**src/rtl/core/lsft_pkg.sv**
```systemverilog
// Package for the LED scanner core: sizes, register map, state and result types.
// No dependencies; imported by every module of the core.
package lsft_pkg;

    // Strip length and derived widths
    localparam int LED_COUNT = 8;
    localparam int IDX_W     = $clog2(LED_COUNT);
    localparam int LEDS_W    = 8;
    localparam int POS_W     = 3;

    // Field widths
    localparam int HOLD_W    = 20;
    localparam int SLOT_W    = 16;
    localparam int SPEED_W   = 3;
    localparam int ELAPSED_W = 21;

    // Reset values of the configuration registers
    localparam logic [HOLD_W-1:0] HOLD_RESET = HOLD_W'(400000);
    localparam logic [SLOT_W-1:0] SLOT_RESET = SLOT_W'(5000);

    // Register map (selected by paddr[2])
    localparam int ADDR_W = 3;
    typedef enum logic {
        REG_HOLD = 1'b0,
        REG_SLOT = 1'b1
    } lsft_reg_t;

    // Scanner state carried between ticks
    typedef struct packed {
        logic [IDX_W-1:0]     step_index;
        logic                 direction;
        logic [1:0]           slot_in_frame;
        logic [ELAPSED_W-1:0] elapsed_time;
    } lsft_state_t;

    // Result of one tick
    typedef struct packed {
        logic [LEDS_W-1:0] leds;
        logic [POS_W-1:0]  head_position;
        logic              sweep_direction;
    } lsft_result_t;

    // Configuration values seen by the step logic
    typedef struct packed {
        logic [HOLD_W-1:0] hold_us;
        logic [SLOT_W-1:0] slot_us;
    } lsft_cfg_t;

endpackage

```
**src/rtl/core/lsft_regs.sv**
```systemverilog
// APB-style configuration registers (hold_us, slot_us) of the scanner core.
// Depends on lsft_pkg.
module lsft_regs
    import lsft_pkg::*;
(
    input  logic              aclk,
    input  logic              aresetn,
    input  logic              psel,
    input  logic              penable,
    input  logic              pwrite,
    input  logic [ADDR_W-1:0] paddr,
    input  logic [31:0]       pwdata,
    output logic [31:0]       prdata,
    output logic              pready,
    output lsft_cfg_t         cfg
);

    logic [HOLD_W-1:0] hold_reg;
    logic [SLOT_W-1:0] slot_reg;
    logic              wr_en;
    lsft_reg_t         sel;

    assign pready = 1'b1;
    assign wr_en  = psel && penable && pwrite;
    assign sel    = lsft_reg_t'(paddr[2]);

    always_ff @(posedge aclk) begin
        if (!aresetn) begin
            hold_reg <= HOLD_RESET;
            slot_reg <= SLOT_RESET;
        end else if (wr_en) begin
            case (sel)
                REG_HOLD: hold_reg <= pwdata[HOLD_W-1:0];
                REG_SLOT: slot_reg <= pwdata[SLOT_W-1:0];
                default: ;
            endcase
        end
    end

    always_comb begin
        case (sel)
            REG_HOLD: prdata = 32'(hold_reg);
            REG_SLOT: prdata = 32'(slot_reg);
            default:  prdata = '0;
        endcase
    end

    assign cfg.hold_us = hold_reg;
    assign cfg.slot_us = slot_reg;

endmodule

```
**src/rtl/core/lsft_step.sv**
```systemverilog
// One-tick update: dwell check, head advance, tail pattern, elapsed time.
// Purely combinational; depends on lsft_pkg.
module lsft_step
    import lsft_pkg::*;
(
    input  lsft_state_t        cur,
    input  lsft_cfg_t          cfg,
    input  logic [SPEED_W-1:0] speed,
    output lsft_state_t        nxt,
    output lsft_result_t       res
);

    logic [HOLD_W-1:0]    dwell;
    logic                 advance;
    logic                 at_end;
    logic [IDX_W-1:0]     si;
    logic [IDX_W-1:0]     si_n;
    logic                 dir_n;
    logic [IDX_W-1:0]     pos0, pos1, pos2;
    logic [IDX_W-1:0]     led0, led1, led2;
    logic                 tail1, tail2;
    logic [ELAPSED_W-1:0] el_base;
    logic [ELAPSED_W:0]   el_sum;
    logic [LEDS_W-1:0]    pattern;

    // step_index never leaves 0..LED_COUNT-1, but wrap anyway
    assign si      = (32'(cur.step_index) >= LED_COUNT) ? '0 : cur.step_index;
    assign dwell   = cfg.hold_us >> speed;
    assign advance = (cur.slot_in_frame == 2'd0) && (cur.elapsed_time != '0)
                     && (cur.elapsed_time >= ELAPSED_W'(dwell));
    assign at_end  = (32'(si) + 32'd1) >= LED_COUNT;
    assign si_n    = !advance ? si : (at_end ? '0 : si + IDX_W'(1));
    assign dir_n   = cur.direction ^ (advance && at_end);

    assign pos0 = si_n;
    assign pos1 = si_n - IDX_W'(1);
    assign pos2 = si_n - IDX_W'(2);
    assign led0 = dir_n ? IDX_W'(LED_COUNT - 1) - pos0 : pos0;
    assign led1 = dir_n ? IDX_W'(LED_COUNT - 1) - pos1 : pos1;
    assign led2 = dir_n ? IDX_W'(LED_COUNT - 1) - pos2 : pos2;

    assign tail1 = (cur.slot_in_frame < 2'd2) && (si_n >= IDX_W'(1));
    assign tail2 = (cur.slot_in_frame == 2'd0) && (si_n >= IDX_W'(2));

    always_comb begin
        for (int k = 0; k < LEDS_W; k++) begin
            if (k < LED_COUNT) begin
                pattern[k] = (led0 == IDX_W'(k))
                             || (tail1 && (led1 == IDX_W'(k)))
                             || (tail2 && (led2 == IDX_W'(k)));
            end else begin
                pattern[k] = 1'b0;
            end
        end
    end

    // Saturating elapsed-time accumulate
    assign el_base = advance ? '0 : cur.elapsed_time;
    assign el_sum  = (ELAPSED_W+1)'(el_base) + (ELAPSED_W+1)'(cfg.slot_us);

    assign nxt.step_index    = si_n;
    assign nxt.direction     = dir_n;
    assign nxt.slot_in_frame = cur.slot_in_frame + 2'd1;
    assign nxt.elapsed_time  = el_sum[ELAPSED_W] ? '1 : el_sum[ELAPSED_W-1:0];

    assign res.leds            = pattern;
    assign res.head_position   = POS_W'(led0);
    assign res.sweep_direction = dir_n;

endmodule

```
**src/rtl/core/led_scanner_with_fading_tail_core.sv**
```systemverilog
// Larson-style LED scanner with a fading tail, one result per tick transaction.
// The result of an accepted tick is in the output register in the cycle after acceptance.
// Throughput: 1 transaction per cycle while m_ready is high; set by the single state/output register stage.
// s_ready is high whenever the output register is empty or being drained.
// Reset (aresetn low, synchronous): head at LED 0, forward sweep, slot 0,
// elapsed time 0, output empty, hold_us = 400000, slot_us = 5000.
module led_scanner_with_fading_tail_core
    import lsft_pkg::*;
(
    input  logic               aclk,
    input  logic               aresetn,
    // configuration port
    input  logic               psel,
    input  logic               penable,
    input  logic               pwrite,
    input  logic [ADDR_W-1:0]  paddr,
    input  logic [31:0]        pwdata,
    output logic [31:0]        prdata,
    output logic               pready,
    // tick input
    input  logic               s_valid,
    output logic               s_ready,
    input  logic [SPEED_W-1:0] s_speed,
    // result output
    output logic               m_valid,
    input  logic               m_ready,
    output logic [LEDS_W-1:0]  m_leds,
    output logic [POS_W-1:0]   m_head_position,
    output logic               m_sweep_direction
);

    lsft_cfg_t    cfg;
    lsft_state_t  state_reg, state_next;
    lsft_result_t res_reg, res_next;
    logic         m_valid_reg;
    logic         s_fire;

    // Configuration registers
    lsft_regs u_regs (
        .aclk    (aclk),
        .aresetn (aresetn),
        .psel    (psel),
        .penable (penable),
        .pwrite  (pwrite),
        .paddr   (paddr),
        .pwdata  (pwdata),
        .prdata  (prdata),
        .pready  (pready),
        .cfg     (cfg)
    );

    // Tick update logic: current state + speed -> next state + result
    lsft_step u_step (
        .cur   (state_reg),
        .cfg   (cfg),
        .speed (s_speed),
        .nxt   (state_next),
        .res   (res_next)
    );

    // Accept a new transaction whenever the output slot frees up this cycle
    assign s_ready = !m_valid_reg || m_ready;
    assign s_fire  = s_valid && s_ready;

    // Scanner state advances only on an accepted tick
    always_ff @(posedge aclk) begin
        if (!aresetn) begin
            state_reg <= '0;
        end else if (s_fire) begin
            state_reg <= state_next;
        end
    end

    // Output register: valid is control, payload needs no reset
    always_ff @(posedge aclk) begin
        if (!aresetn) begin
            m_valid_reg <= 1'b0;
        end else if (s_fire) begin
            m_valid_reg <= 1'b1;
        end else if (m_ready) begin
            m_valid_reg <= 1'b0;
        end
    end

    always_ff @(posedge aclk) begin
        if (s_fire) begin
            res_reg <= res_next;
        end
    end

    assign m_valid           = m_valid_reg;
    assign m_leds            = res_reg.leds;
    assign m_head_position   = res_reg.head_position;
    assign m_sweep_direction = res_reg.sweep_direction;

`ifndef SYNTH
    // Head stays inside the strip
    a_step_range: assert property (@(posedge aclk) disable iff (!aresetn)
        32'(state_reg.step_index) < LED_COUNT)
        else $error("step_index out of range");

    // Every accepted tick moves one slot forward in the frame
    a_slot_count: assert property (@(posedge aclk) disable iff (!aresetn)
        s_fire |=> state_reg.slot_in_frame == $past(state_reg.slot_in_frame) + 2'd1)
        else $error("slot counter did not advance");

    // Head only moves on the first slot of a frame
    a_move_at_frame: assert property (@(posedge aclk) disable iff (!aresetn)
        (s_fire && state_reg.slot_in_frame != 2'd0) |=>
            $stable(state_reg.step_index) && $stable(state_reg.direction))
        else $error("head moved mid-frame");

    // State is frozen without an accepted tick
    a_state_hold: assert property (@(posedge aclk) disable iff (!aresetn)
        !s_fire |=> $stable(state_reg))
        else $error("state changed without a tick");
`endif

endmodule

```
**config.mk**
```make
export PLATFORM = sky130hd
export DESIGN_NAME = led_scanner_with_fading_tail_core
export DESIGN_NICKNAME = d
export VERILOG_FILES = /design/src/rtl/core/lsft_pkg.sv /design/src/rtl/core/lsft_regs.sv /design/src/rtl/core/lsft_step.sv /design/src/rtl/core/led_scanner_with_fading_tail_core.sv
export SDC_FILE = /design/constraint.sdc
export NUM_CORES = 1
export LEC_CHECK = 0
export BUFFER_PORTS_ARGS = -buffer_cell sky130_fd_sc_hd__buf_2
export CAP_MARGIN = 10
export CORE_MARGIN = 2
export CORE_UTILIZATION = 53
export CTS_BUF_LIST = sky130_fd_sc_hd__clkbuf_8
export DETAILED_ROUTE_END_ITERATION = 12
export PLACE_DENSITY = 0.81
export SETUP_SLACK_MARGIN = 0.02
export SYNTH_ARGS = -nofsm -noshare
export SYNTH_HDL_FRONTEND = slang
export SYNTH_SLANG_ARGS = --single-unit
export TNS_END_PERCENT = 1
```
**constraint.sdc**
```tcl
create_clock -name aclk -period 5.95 [get_ports aclk]
set_input_delay 0.595 -clock aclk [delete_from_list [all_inputs] [get_ports aclk]]
set_output_delay 0.595 -clock aclk [all_outputs]
set_load 0.005 [all_outputs]
```
=== Word level (Yosys, flattened, before mapping) ===
Index checks and enable logic that the tools add are counted.

* Bits in read-only memories: 0
* Register bits: 76
* Bits in latches: 0
* Memories: 0
* RAM bits: 0

* Shift-type cells: 1
* $mul: 0
* Add/sub/neg operators: 9
* Divide/modulo/power cells: 0
* Multiplexer cells: 10
* Magnitude comparators: 5
* Eq/ne operators: 21
* Bitwise operators: 2
* Reduce and logical (&&, ||, !) cells: 50

{| class="wikitable"
|+ Operators with widths
! operator !! count
|-
| $pmux 32 s2 || 1
|-
| $mux 21 || 2
|-
| $eq 3x3->1 const B || 12
|-
| $ge 32x4->1 const B || 1
|-
| $logic_and 1x1->1 || 24
|-
| $add 21x16->22 || 1
|-
| $ge 21x20->1 || 1
|-
| $reduce_bool 21->1 || 1
|-
| $shr 20x3->20 || 1
|-
| $eq 3x2->1 const B || 6
|-
| $logic_or 1x1->1 || 17
|-
| $mux 3 || 5
|-
| $eq 3x1->1 const B || 3
|-
| $logic_not 3->1 || 3
|-
| $sub 3x3->3 const A || 3
|-
| $add 3x1->4 const B || 1
|-
| $reduce_and 2->1 || 2
|-
| $add 3x1->3 const B || 1
|-
| $ge 3x1->1 const B || 1
|-
| $ge 3x2->1 const B || 1
|-
| $sub 3x1->3 const B || 1
|-
| $sub 3x2->3 const B || 1
|-
| $add 2x1->2 const B || 1
|-
| $logic_not 2->1 || 1
|-
| other kinds (6) || 7
|}

=== Logic depth before layout (Yosys ltp) ===
Gate-level depths: netlist of the first run.

* Depth in word-level cells: 11
* Gate-level depth with buffers: 28
* Gate-level depth less buffers: 24

=== Cells and area by module ===
From an unflattened synthesis of the first run, not the netlist that was laid out.

* Cells, all modules: 699
* Area total of the unflattened synthesis: 6,093.3 um^2

{| class="wikitable"
|+ Modules (own cells, without submodules)
! module !! instances !! cells an instance !! area an instance (um^2) !! seq. area each (um^2)
|-
| lsft_step || 1 || 383 || 2,831.5 || 0.0
|-
| lsft_regs || 1 || 182 || 1,749.2 || 720.7
|-
| led_scanner_with_fading_tail_core || 1 || 134 || 1,512.7 || 920.9
|}

=== Worst setup path before layout of the first run ===
Ideal clock, no wire load.

* Path type: input to register
* Start point: input s_speed[0]
* End point: register state_reg[15] in the netlist's numbering
* Buffers on the path: 5
* Path slack: 395 ps
* Required time: 5,817 ps
* Setup time: 133 ps
* Arrival: 5,423 ps
* Stages on the path: 26
* Path through: clkbuf_1 > clkbuf_1 > clkbuf_1 > nor2_1 > nor2_1 > a21oi_1 > ha_1 > nand4_1 > a211oi_1 > nor3_1 > o221a_4 > a21oi_2 > buf_6 > clkbuf_1 > nand2b_1 > inv_1 > ha_1 > a21oi_1 > o221ai_1 > o21ai_0 > o21ai_1 > a41o_1 > a21o_1 > a21oi_1 > xor2_1 > a21oi_1

* Longest elaborated chain between the ends: 6

{| class="wikitable"
|+ RTL lines
! what !! line !! text
|-
| start, declared || led_scanner_with_fading_tail_core.sv:23 || <nowiki>input logic [SPEED_W-1:0] s_speed,</nowiki>
|-
| $shr 20x3->20 || lsft_step.sv:28 || <nowiki>assign dwell = cfg.hold_us >> speed;</nowiki>
|-
| $ge 21x20->1 || lsft_step.sv:30 || <nowiki>&& (cur.elapsed_time >= ELAPSED_W'(dwell));</nowiki>
|-
| $logic_and 1x1->1 || lsft_step.sv:30 ||
|-
| $mux 21 || lsft_step.sv:58 || <nowiki>assign el_base = advance ? '0 : cur.elapsed_time;</nowiki>
|-
| $add 21x16->22 || lsft_step.sv:59 || <nowiki>assign el_sum = (ELAPSED_W+1)'(el_base) + (ELAPSED_W+1)'(cfg.slot_us);</nowiki>
|-
| $mux 21 || lsft_step.sv:64 || <nowiki>assign nxt.elapsed_time = el_sum[ELAPSED_W] ? '1 : el_sum[ELAPSED_W-1:0];</nowiki>
|-
| end signal, assigned || led_scanner_with_fading_tail_core.sv:70 || <nowiki>state_reg <= state_next;</nowiki>
|-
| end, declared || led_scanner_with_fading_tail_core.sv:33 || <nowiki>lsft_state_t state_reg, state_next;</nowiki>
|}

No other way between the ends.
A chain may end at the register's enable or synchronous reset.

=== Worst setup path after layout of the first run ===
* Start point: input s_speed[0]
* End point: register state_reg[0] in the netlist's numbering

Same word-level chain as after synthesis.

==> flow_summary.json, run 1 <==
{
  "grt_pass1_wl_um": 21500,
  "synth.area.top_cells": "dfxtp_1 (23%), ha_1 (9.6%), nand2_1 (6.8%)",
  "routed_wl_um": 12800,
  "drt-initial-drc-count": 240,
  "grt.busiest_layer": "met2",
  "max_freq_mhz": 183,
  "min_period_ns": 5.48,
  "remaining_drc_errors": 0,
  "io_buffers": 64,
  "cap_violations": 0,
  "ios": 92,
  "clkLatencyLatePin_ns": 0.36,
  "async_reset_ff_share_pct": 0,
  "grt_overflow": 0,
  "slew_violations": 0,
  "post-cts-setup-buffer-count": 0,
  "crit_slowest_cell": "buf_2",
  "post_cts_resized": 0,
  "area_delta_synth_final_pct": 9.60,
  "largest_register_ffs": 27,
  "fin_ws_ns": 0.474,
  "rows": 37,
  "crit_arrival_ns": 5.77,
  "grt_pass1_vias": 4547,
  "cp-endpoint": "state_reg[0]",
  "fin_crit_sh_pct": 92.0,
  "yosys.cell_count.top_type": "nand2_1",
  "critPathLaunch": "s_speed[0]",
  "yosys_warnings": 0,
  "ys_types": 66,
  "path_max_fanout": 23,
  "cts_buffers": 9,
  "dieArea_um2": 11200,
  "first_pass_iters": 4,
  "ctsRootBufferMaster": "clkbuf_8",
  "routed_via_density": 5.68,
  "r2r-end": "state_reg[20]",
  "cpPeakStageDelay_ns": 0.40,
  "status": "finished clean",
  "placed_cells": 801,
  "fin_cells": 817,
  "grt_usage_pct": 23.7,
  "power_leakage_nw": 2.63,
  "ant_nets": 0,
  "setup_tns_ns": 0,
  "path_cells": "buf_2, clkinv_1, a21oi_1, mux2i_1, ha_1, nand4_1, a211oi_1, nor3_1, o221a_4, a21oi_2, nand2b_1, inv_1, ha_1, a21oi_1, o221ai_1, o21ai_0, o21ai_1, a21oi_1, nor2b_1, nand2b_1, o21ai_0, o221a_2",
  "max-vdd-ir-drop_mv": 0.220,
  "cpMostUsedCell": "a21oi_1",
  "routabilityCongestion": 0.947,
  "cts.hold.buffers_added": 0,
  "routedWlPerCell_um": 15.7,
  "num_vias": 4642,
  "reg2reg_setup_slack_ns": 0.94,
  "path_class": "in -> reg",
  "cts_tree": "built",
  "grtUsageMet2_pct": 40.4,
  "synth_top_area_share_pct": 23.4,
  "r2r-start": "u_regs.hold_reg[11]",
  "path_clk_slew_ns": 0.08,
  "synth-edff-count": 12,
  "dpl_worst_slack_ns": 0.141,
  "nNetsFinal": 764,
  "start_util_pct": 53.9,
  "use_met3_pct": 4.82,
  "synth.ff_latch_count": 76,
  "use_met1_pct": 30.3,
  "rr_worst_depth": 21,
  "p_total_mw": 1.34,
  "cp.depth": 22,
  "worst_pin_slew_ns": 1.17,
  "synthCells": 630,
  "cp-end-kind": "flip-flop",
  "powerDensity_nw_per_um2": 222,
  "dpl-instance-area_um2": 5830,
  "avgSynthCellArea_um2": 8.71,
  "rsz0062_at_grt": "false",
  "synth_area_um2": 5490,
  "fin_area_um2": 6010,
  "ys_seq_area_share_pct": 29.9,
  "cp_data_required_time_ns": 6.25,
  "crit_path_start_kind": "primary input",
  "grt_max_degree": 64,
  "drive_above_1_share_pct": 19.1,
  "hp-start": "pwdata[18]",
  "clock_path_buffers": 2,
  "min_path_type": "in -> reg",
  "critPathBufInv": 3,
  "die_w_um": 106,
  "cp_top_family": "compound AO/OA/AOI/OAI gates",
  "dp_hpwl_um": 9570,
  "coreArea_um2": 10200,
  "synth_ff_type": "dfxtp_1",
  "die_y_um": 106,
  "n_antenna_cell": 0,
  "synth_top_cell_by_area": "dfxtp_1",
  "numClockSinks": 76,
  "setup_viol": 0,
  "skew_ns": 0.00955,
  "slew_headroom_pct": 21.9,
  "antenna_found_initial": 0,
  "yosys-top-cells-count": "nand2_1 (99), dfxtp_1 (64), ha_1 (42)",
  "final_hold_viol_count": 0,
  "htree_levels": 3
}
-- where the power goes --
group          total (mW)  switching, mW  internal, mW
registers           0.585         0.0278         0.557
clock network       0.386          0.198         0.189
logic               0.364          0.203         0.161
total                1.34          0.429         0.907
-- logic make-up (layout without fill, tap and decap cells) --
group / Yosys count / in the layout / share of synthesized area (%)
AO/OA/AOI/OAI: 147 / 147 / 18.1
XOR/XNOR: 25 / 25 / 4.40
adder cells (fa/ha/maj): 43 / 43 / 9.94
buffers and inverters: 69 / 109 / 5.91
flip-flops: 76 / 76 / 29.9
multiplexers: 56 / 56 / 12.7
other: 2 / 13 / 0.137
AND/OR/NAND/NOR: 212 / 212 / 18.9
-- layer usage --
layer | wire [um] | part of all wire (%)
met1 | 5690 | 44
met2 | 6260 | 49
met3 | 643 | 5.0
met4 | 224 | 1.7
met5 | 0 | 0
-- final cells by class --
class / count / area, um^2
multi-input combinational: 496 / 3560
clock buffer: 9 / 124
timing repair buffer: 71 / 373
clock inverter: 7 / 60.1
tap: 136 / 170
sequential: 76 / 1640
fill: 897 / 4170
inverter: 22 / 82.6
-- how the worst min path moves through the flow --
stage	endpoint	slack, ns	cells past startpoint
finish	u_regs.hold_reg[18]	0.45	3
global placement	state_reg[22]	0.47	2
detailed placement	state_reg[22]	0.49	2
floorplan	u_regs.hold_reg[1]	0.45	2
CTS	u_regs.hold_reg[17]	0.44	3
global route	u_regs.hold_reg[18]	0.45	3
-- worst min-delay path: cells and delay by family --
kind / cells / cell delay (ns)
buffers and inverters: 1 / 0.08
and+or+nand+nor: 2 / 0.10
-- cells in the final DEF, fill, tap and decap left out, types with 11 or more instances in the layout --
cell and count:
xnor2_1 14, edfxtp_1 12, nand3_1 21, ha_1 42, a21boi_0 29, o21ai_0 29
nor2b_1 23, mux2_2 19, inv_1 21, a21oi_1 37, nor2_1 24, mux2i_1 28
dfxtp_1 64, nand2b_1 11, conb_1 13, nand2_1 99, buf_2 64
-- per-stage QoR --
step | hold WS, ns | util, %
final | 0.447 | 59.0
after global routing | 0.454 | 59.0
after CTS | 0.442 | 59.0
after detailed placement | 0.485 | 57.2
after global placement | 0.474 | 57.2
after floorplan | 0.452 | -
No activity file was read; power rests on OpenSTA's default activity.
==> run 2, diff against run 1 <==
- CORE_UTILIZATION: 53 -> 30
- PLACE_DENSITY: 0.81 -> 0.52
==> run 2 against run 1 <==
Net effect:
- clock power up 16%
- count of clock-buffer cells in the layout is the same
- worst hold slack got worse by 0.0092 ns
- critical path depth up 2
==> flow_summary.json, run 2 (synthesis gave the netlist of run 1 again) <==
{
  "status": "finished clean",
  "clkPwrFrac_pct": 32.1,
  "dp_hpwl_um": 10800,
  "die_w_um": 139,
  "critPathBufInv": 2,
  "post_cts_resized": 0,
  "grt_pass1_wl_um": 23200,
  "fin_ws_ns": 0.536,
  "ios": 92,
  "p_sw_mw": 0.448,
  "cpPeakStageDelay_ns": 0.40,
  "cp-endpoint": "state_reg[20]",
  "min_path_type": "in -> reg",
  "cts.hold.buffers_added": 0,
  "power_leakage_nw": 2.64,
  "internal_power_mw": 0.953,
  "slew_violations": 0,
  "routedWlPerCell_um": 15.7,
  "pwr-share-comb_pct": 26.2,
  "largest_register_ffs": 27,
  "r2r-start": "u_regs.hold_reg[14]",
  "routed_via_density": 5.04,
  "rsz0062_at_grt": "false",
  "ctsRootBufferMaster": "clkbuf_8",
  "grt_usage_pct": 14.8,
  "grt_max_degree": 64,
  "crit_arrival_ns": 5.69,
  "final_common_cell": "nand2_1",
  "powerDensity_nw_per_um2": 227,
  "max-vdd-ir-drop_mv": 0.128,
  "post-cts-setup-buffer-count": 0,
  "path_clk_slew_ns": 0.08,
  "utilization_pct": 34.3,
  "clock_path_buffers": 2,
  "path_max_fanout": 19,
  "p_total_mw": 1.40,
  "critPathLaunch": "s_speed[1]",
  "coreArea_um2": 18000,
  "sw_frac_of_total_pct": 32.0,
  "cts_buffers": 9,
  "routabilityCongestion": 0.821,
  "setup_viol": 0,
  "routed_wl_um": 14300,
  "rr_worst_depth": 21,
  "path_cells": "buf_2, mux2_2, nor2_1, a21oi_1, mux2i_1, ha_1, a21oi_1, a211oi_1, nor3_1, o221a_4, a21oi_2, nor2_1, ha_1, inv_1, fa_1, nor2b_1, o21ai_0, a21oi_1, o211ai_1, a31oi_1, a31oi_1, nor2b_1, a31oi_1, a311oi_1",
  "hp-start": "pwdata[18]",
  "remaining_drc_errors": 0,
  "rows": 49,
  "pwr-share-seq_pct": 41.8,
  "dpl_worst_slack_ns": 0.174,
  "antenna_found_initial": 0,
  "num_vias": 4591,
  "htree_levels": 3,
  "skew_ns": 0.00928,
  "layout_common_cells": "nand2_1 (99), buf_2 (64), dfxtp_1 (64)",
  "start_util_pct": 30.5,
  "crit_path_start_kind": "primary input",
  "cp_top_family": "compound AO/OA/AOI/OAI gates",
  "setup_tns_ns": 0,
  "die_y_um": 139,
  "nNetsFinal": 765,
  "numClockSinks": 76,
  "fin_crit_sh_pct": 91.0,
  "worst_pin_slew_ns": 1.19,
  "reg2reg_setup_slack_ns": 0.81,
  "slew_headroom_pct": 20.1,
  "drt-initial-drc-count": 205,
  "area_delta_synth_final_pct": 12.5,
  "min_period_ns": 5.41,
  "r2r-end": "state_reg[20]",
  "io_buffers": 64,
  "cp.depth": 24,
  "first_pass_iters": 4,
  "final_hold_viol_count": 0,
  "cp-end-kind": "flip-flop",
  "dieArea_um2": 19400,
  "grt_overflow": 0,
  "drive_above_1_share_pct": 19.4,
  "path_class": "in -> reg",
  "ant_nets": 0,
  "grt_pass1_vias": 4565,
  "cap_violations": 0,
  "cts_tree": "built",
  "crit_slowest_cell": "mux2_2",
  "max_freq_mhz": 185,
  "cp_data_required_time_ns": 6.23,
  "clkLatencyLatePin_ns": 0.38,
  "n_antenna_cell": 0
}
## run 2: how the worst min path moves through the flow
stage	to	cells after the start
3_3_place_gp	u_regs.hold_reg[0]	2
6_report	u_regs.hold_reg[18]	3
5_1_grt	u_regs.hold_reg[17]	3
3_5_place_dp	state_reg[22]	2
2_1_floorplan	u_regs.hold_reg[1]	2
4_1_cts	u_regs.hold_reg[18]	3
## run 2: layout make-up
type                    instances  area, um^2
well taps                     229         287
clock buffers                   9         124
clock inverters                 7        92.6
fillers                      1913       11800
inverters                      22        82.6
repair buffers                 72         380
multi-input cells             496        3560
flip-flops and latches         76        1640
## run 2: per-layer routing
| layer | wire (um) | vias to the layer above | GRT usage (%) | part of all wire, % |
|---|---|---|---|---|
| met1 | 6600 | 2176 | 19.2 | 46 |
| met3 | 803 | 8 | 3.20 | 5.6 |
| met2 | 6810 | 108 | 24.9 | 48 |
| met5 | 0 | - | 0 | 0 |
| li1 | - | 2299 | - | - |
| met4 | 96 | 0 | 3.77 | 0.67 |
## run 2: power groups by stage
stage / clock network, mW / registers, mW / logic [mW]
global route: 0.483 / 0.590 / 0.411
detailed placement: 0 / 0.597 / 0.367
finish: 0.449 / 0.585 / 0.367
global placement: 0 / 0.596 / 0.355
CTS: 0.463 / 0.585 / 0.369
floorplan: 0 / 0.588 / 0.283
## run 2: worst register-to-register path, delay by kind of cell (launching register included)
kind	cells	cell delay (ns)
buffers and inverters	1	0.06
muxes	2	0.73
and+or+nand+nor	4	0.80
adders and majority gates	3	0.87
AOI/OAI and AO/OA	11	2.21
DFF	1	0.37
## run 2: stage by stage
step	hold WS (ns)	cells	area [um^2]
after CTS	0.420	911	6170
after global routing	0.438	911	6170
after detailed placement	0.486	895	5950
after global placement	0.479	895	5950
after floorplan	0.452	641	5530
final	0.437	911	6170
==> run 3, diff against run 2 <==
- ABC_AREA: not set -> 0
- CORE_ASPECT_RATIO: not set -> 0.8
- clock period: 5.95 -> 4.9 ns (I/O delays scaled with it)
==> run 3 against run 2 <==
Net effect:
- utilization increased by 2.7 points
- critical endpoint is now state_reg[14]
- routed wire length increased by 7.8%
- combinational power increased by 42%
==> flow_summary.json, run 3 (synthesis gave the netlist of run 1 again) <==
{
  "die_y_um": 125,
  "pwr-share-seq_pct": 41.9,
  "p_total_mw": 1.70,
  "rsz0062_at_grt": "true",
  "path_max_fanout": 12,
  "routed_via_density": 5.03,
  "dp_hpwl_um": 11600,
  "status": "finished clean",
  "path_clk_slew_ns": 0.09,
  "htree_levels": 3,
  "cp-end-kind": "flip-flop",
  "grt_pass1_vias": 4745,
  "cts.hold.buffers_added": 0,
  "routed_wl_um": 15400,
  "path_class": "reg -> reg",
  "min_path_type": "in -> reg",
  "worst_pin_slew_ns": 1.12,
  "cap_violations": 0,
  "sw_frac_of_total_pct": 34.5,
  "internal_power_mw": 1.11,
  "grt_overflow": 0,
  "ctsRootBufferMaster": "clkbuf_8",
  "io_buffers": 64,
  "area_delta_synth_final_pct": 21.9,
  "setup_viol": 0,
  "final_hold_viol_count": 0,
  "placed_cells": 956,
  "highest_layer": "met4",
  "cts_tree": "built",
  "largest_register_ffs": 27,
  "grt_pass1_wl_um": 24900,
  "nNetsFinal": 828,
  "min_period_ns": 4.75,
  "max-vdd-ir-drop_mv": 0.116,
  "ios": 92,
  "drt-initial-drc-count": 349,
  "slew_violations": 0,
  "powerDensity_nw_per_um2": 254,
  "cts_buffers": 9,
  "clkPwrFrac_pct": 27.5,
  "drive_above_1_share_pct": 28.7,
  "num_vias": 4904,
  "clkLatencyLatePin_ns": 0.38,
  "wl_met2_um": 6760,
  "pwr-share-comb_pct": 30.6,
  "grt_max_degree": 64,
  "start_util_pct": 30.4,
  "ant_nets": 0,
  "slew_headroom_pct": 25.5,
  "clock_path_buffers": 2,
  "first_pass_iters": 5,
  "dpl-instance-area_um2": 6410,
  "layout_common_cells": "nand2_1 (99), buf_4 (72), buf_2 (62)",
  "remaining_drc_errors": 0,
  "wl_met1_um": 7660,
  "max_freq_mhz": 211,
  "fin_cells": 975,
  "fin_crit_sh_pct": 96.9,
  "die_w_um": 155,
  "routabilityCongestion": 0.909,
  "dieArea_um2": 19400,
  "numClockSinks": 76,
  "n_antenna_cell": 0,
  "coreArea_um2": 18100,
  "final_common_cell": "nand2_1",
  "power_leakage_nw": 2.95,
  "skew_ns": 0.0131,
  "fin_area_um2": 6690,
  "cp_data_required_time_ns": 5.17,
  "crit_arrival_ns": 5.02,
  "rows": 44,
  "p_sw_mw": 0.587,
  "routedWlPerCell_um": 15.8,
  "wl_met3_um": 761,
  "antenna_found_initial": 0,
  "grt_usage_pct": 16.2,
  "crit_path_start_kind": "flip-flop"
}
==> run 3: critical path, stage by stage, from the launching register on <==
cell,delay (ns)
dfxtp_1,0.42
mux2_2,0.20
nor2_1,0.04
a21oi_1,0.17
a21oi_1,0.13
ha_1,0.31
nand4_1,0.15
a211oi_2,0.25
nor3_2,0.09
o221a_4,0.28
a21oi_4,0.22
buf_4,0.25
nor2b_1,0.08
ha_1,0.20
or3_1,0.39
buf_4,0.15
o211ai_1,0.16
buf_4,0.17
a31oi_4,0.09
buf_4,0.16
buf_4,0.13
a21o_1,0.18
a21oi_1,0.17
xor2_1,0.16
a21oi_1,0.08
==> run 3: worst paths after layout <==
check | slack (ns) | from | endpoint | depth (start not counted)
max | 0.15 | u_regs.hold_reg[17] | state_reg[14] | 24
min | 0.32 | pwdata[18] | u_regs.hold_reg[18] | 3
max reg2reg | 0.15 | u_regs.hold_reg[17] | state_reg[14] | 24
min reg2reg | 0.49 | u_regs.hold_reg[0] | u_regs.hold_reg[0] | 2
==> run 3: power groups by stage <==
stage	Combinational, mW	Clock, mW	Sequential [mW]
CTS	0.511	0.491	0.712
detailed placement	0.505	0	0.726
global placement	0.493	0	0.725
global route	0.580	0.511	0.717
floorplan	0.346	0	0.714
finish	0.521	0.468	0.712
==> run 3: what timing repair did <==
item / CTS / global route
pin swaps: 0 / 9
buffers inserted: 0 / 3
resized for setup: 4 / 20
setup endpoints to repair: 3 / 8
==> run 3: area by class of cell <==
| class | instances | area [um^2] |
|---|---|---|
| Fill cell | 1849 | 11400 |
| Timing Repair Buffer | 135 | 862 |
| Inverter | 22 | 83.8 |
| Clock buffer | 9 | 124 |
| Clock inverter | 7 | 55.1 |
| Tap cell | 230 | 288 |
| Sequential cell | 76 | 1650 |
| Multi-Input combinational cell | 496 | 3630 |
==> run 3: metrics by stage <==
| step | setup slack (ns) | utilization, % | hold WS (ns) | setup TNS, ns |
|---|---|---|---|---|
| finish | 0.154 | 37.0 | 0.316 | 0 |
| global route | -0.0716 | 37.0 | 0.311 | -0.204 |
| CTS | 0.0268 | 36.6 | 0.294 | 0 |
| detailed placement | -0.470 | 35.5 | 0.484 | -4.42 |
| global placement | -0.295 | 35.5 | 0.478 | -1.60 |
| floorplan | -0.0247 | - | 0.452 | -0.0247 |
==> run 3: routing by layer <==
layer  global-route usage (%)  vias up
met3                     3.40       16
met4                     4.59        0
met1                     22.6     2323
li1                         -     2444
met5                        0        -
met2                     25.3      121
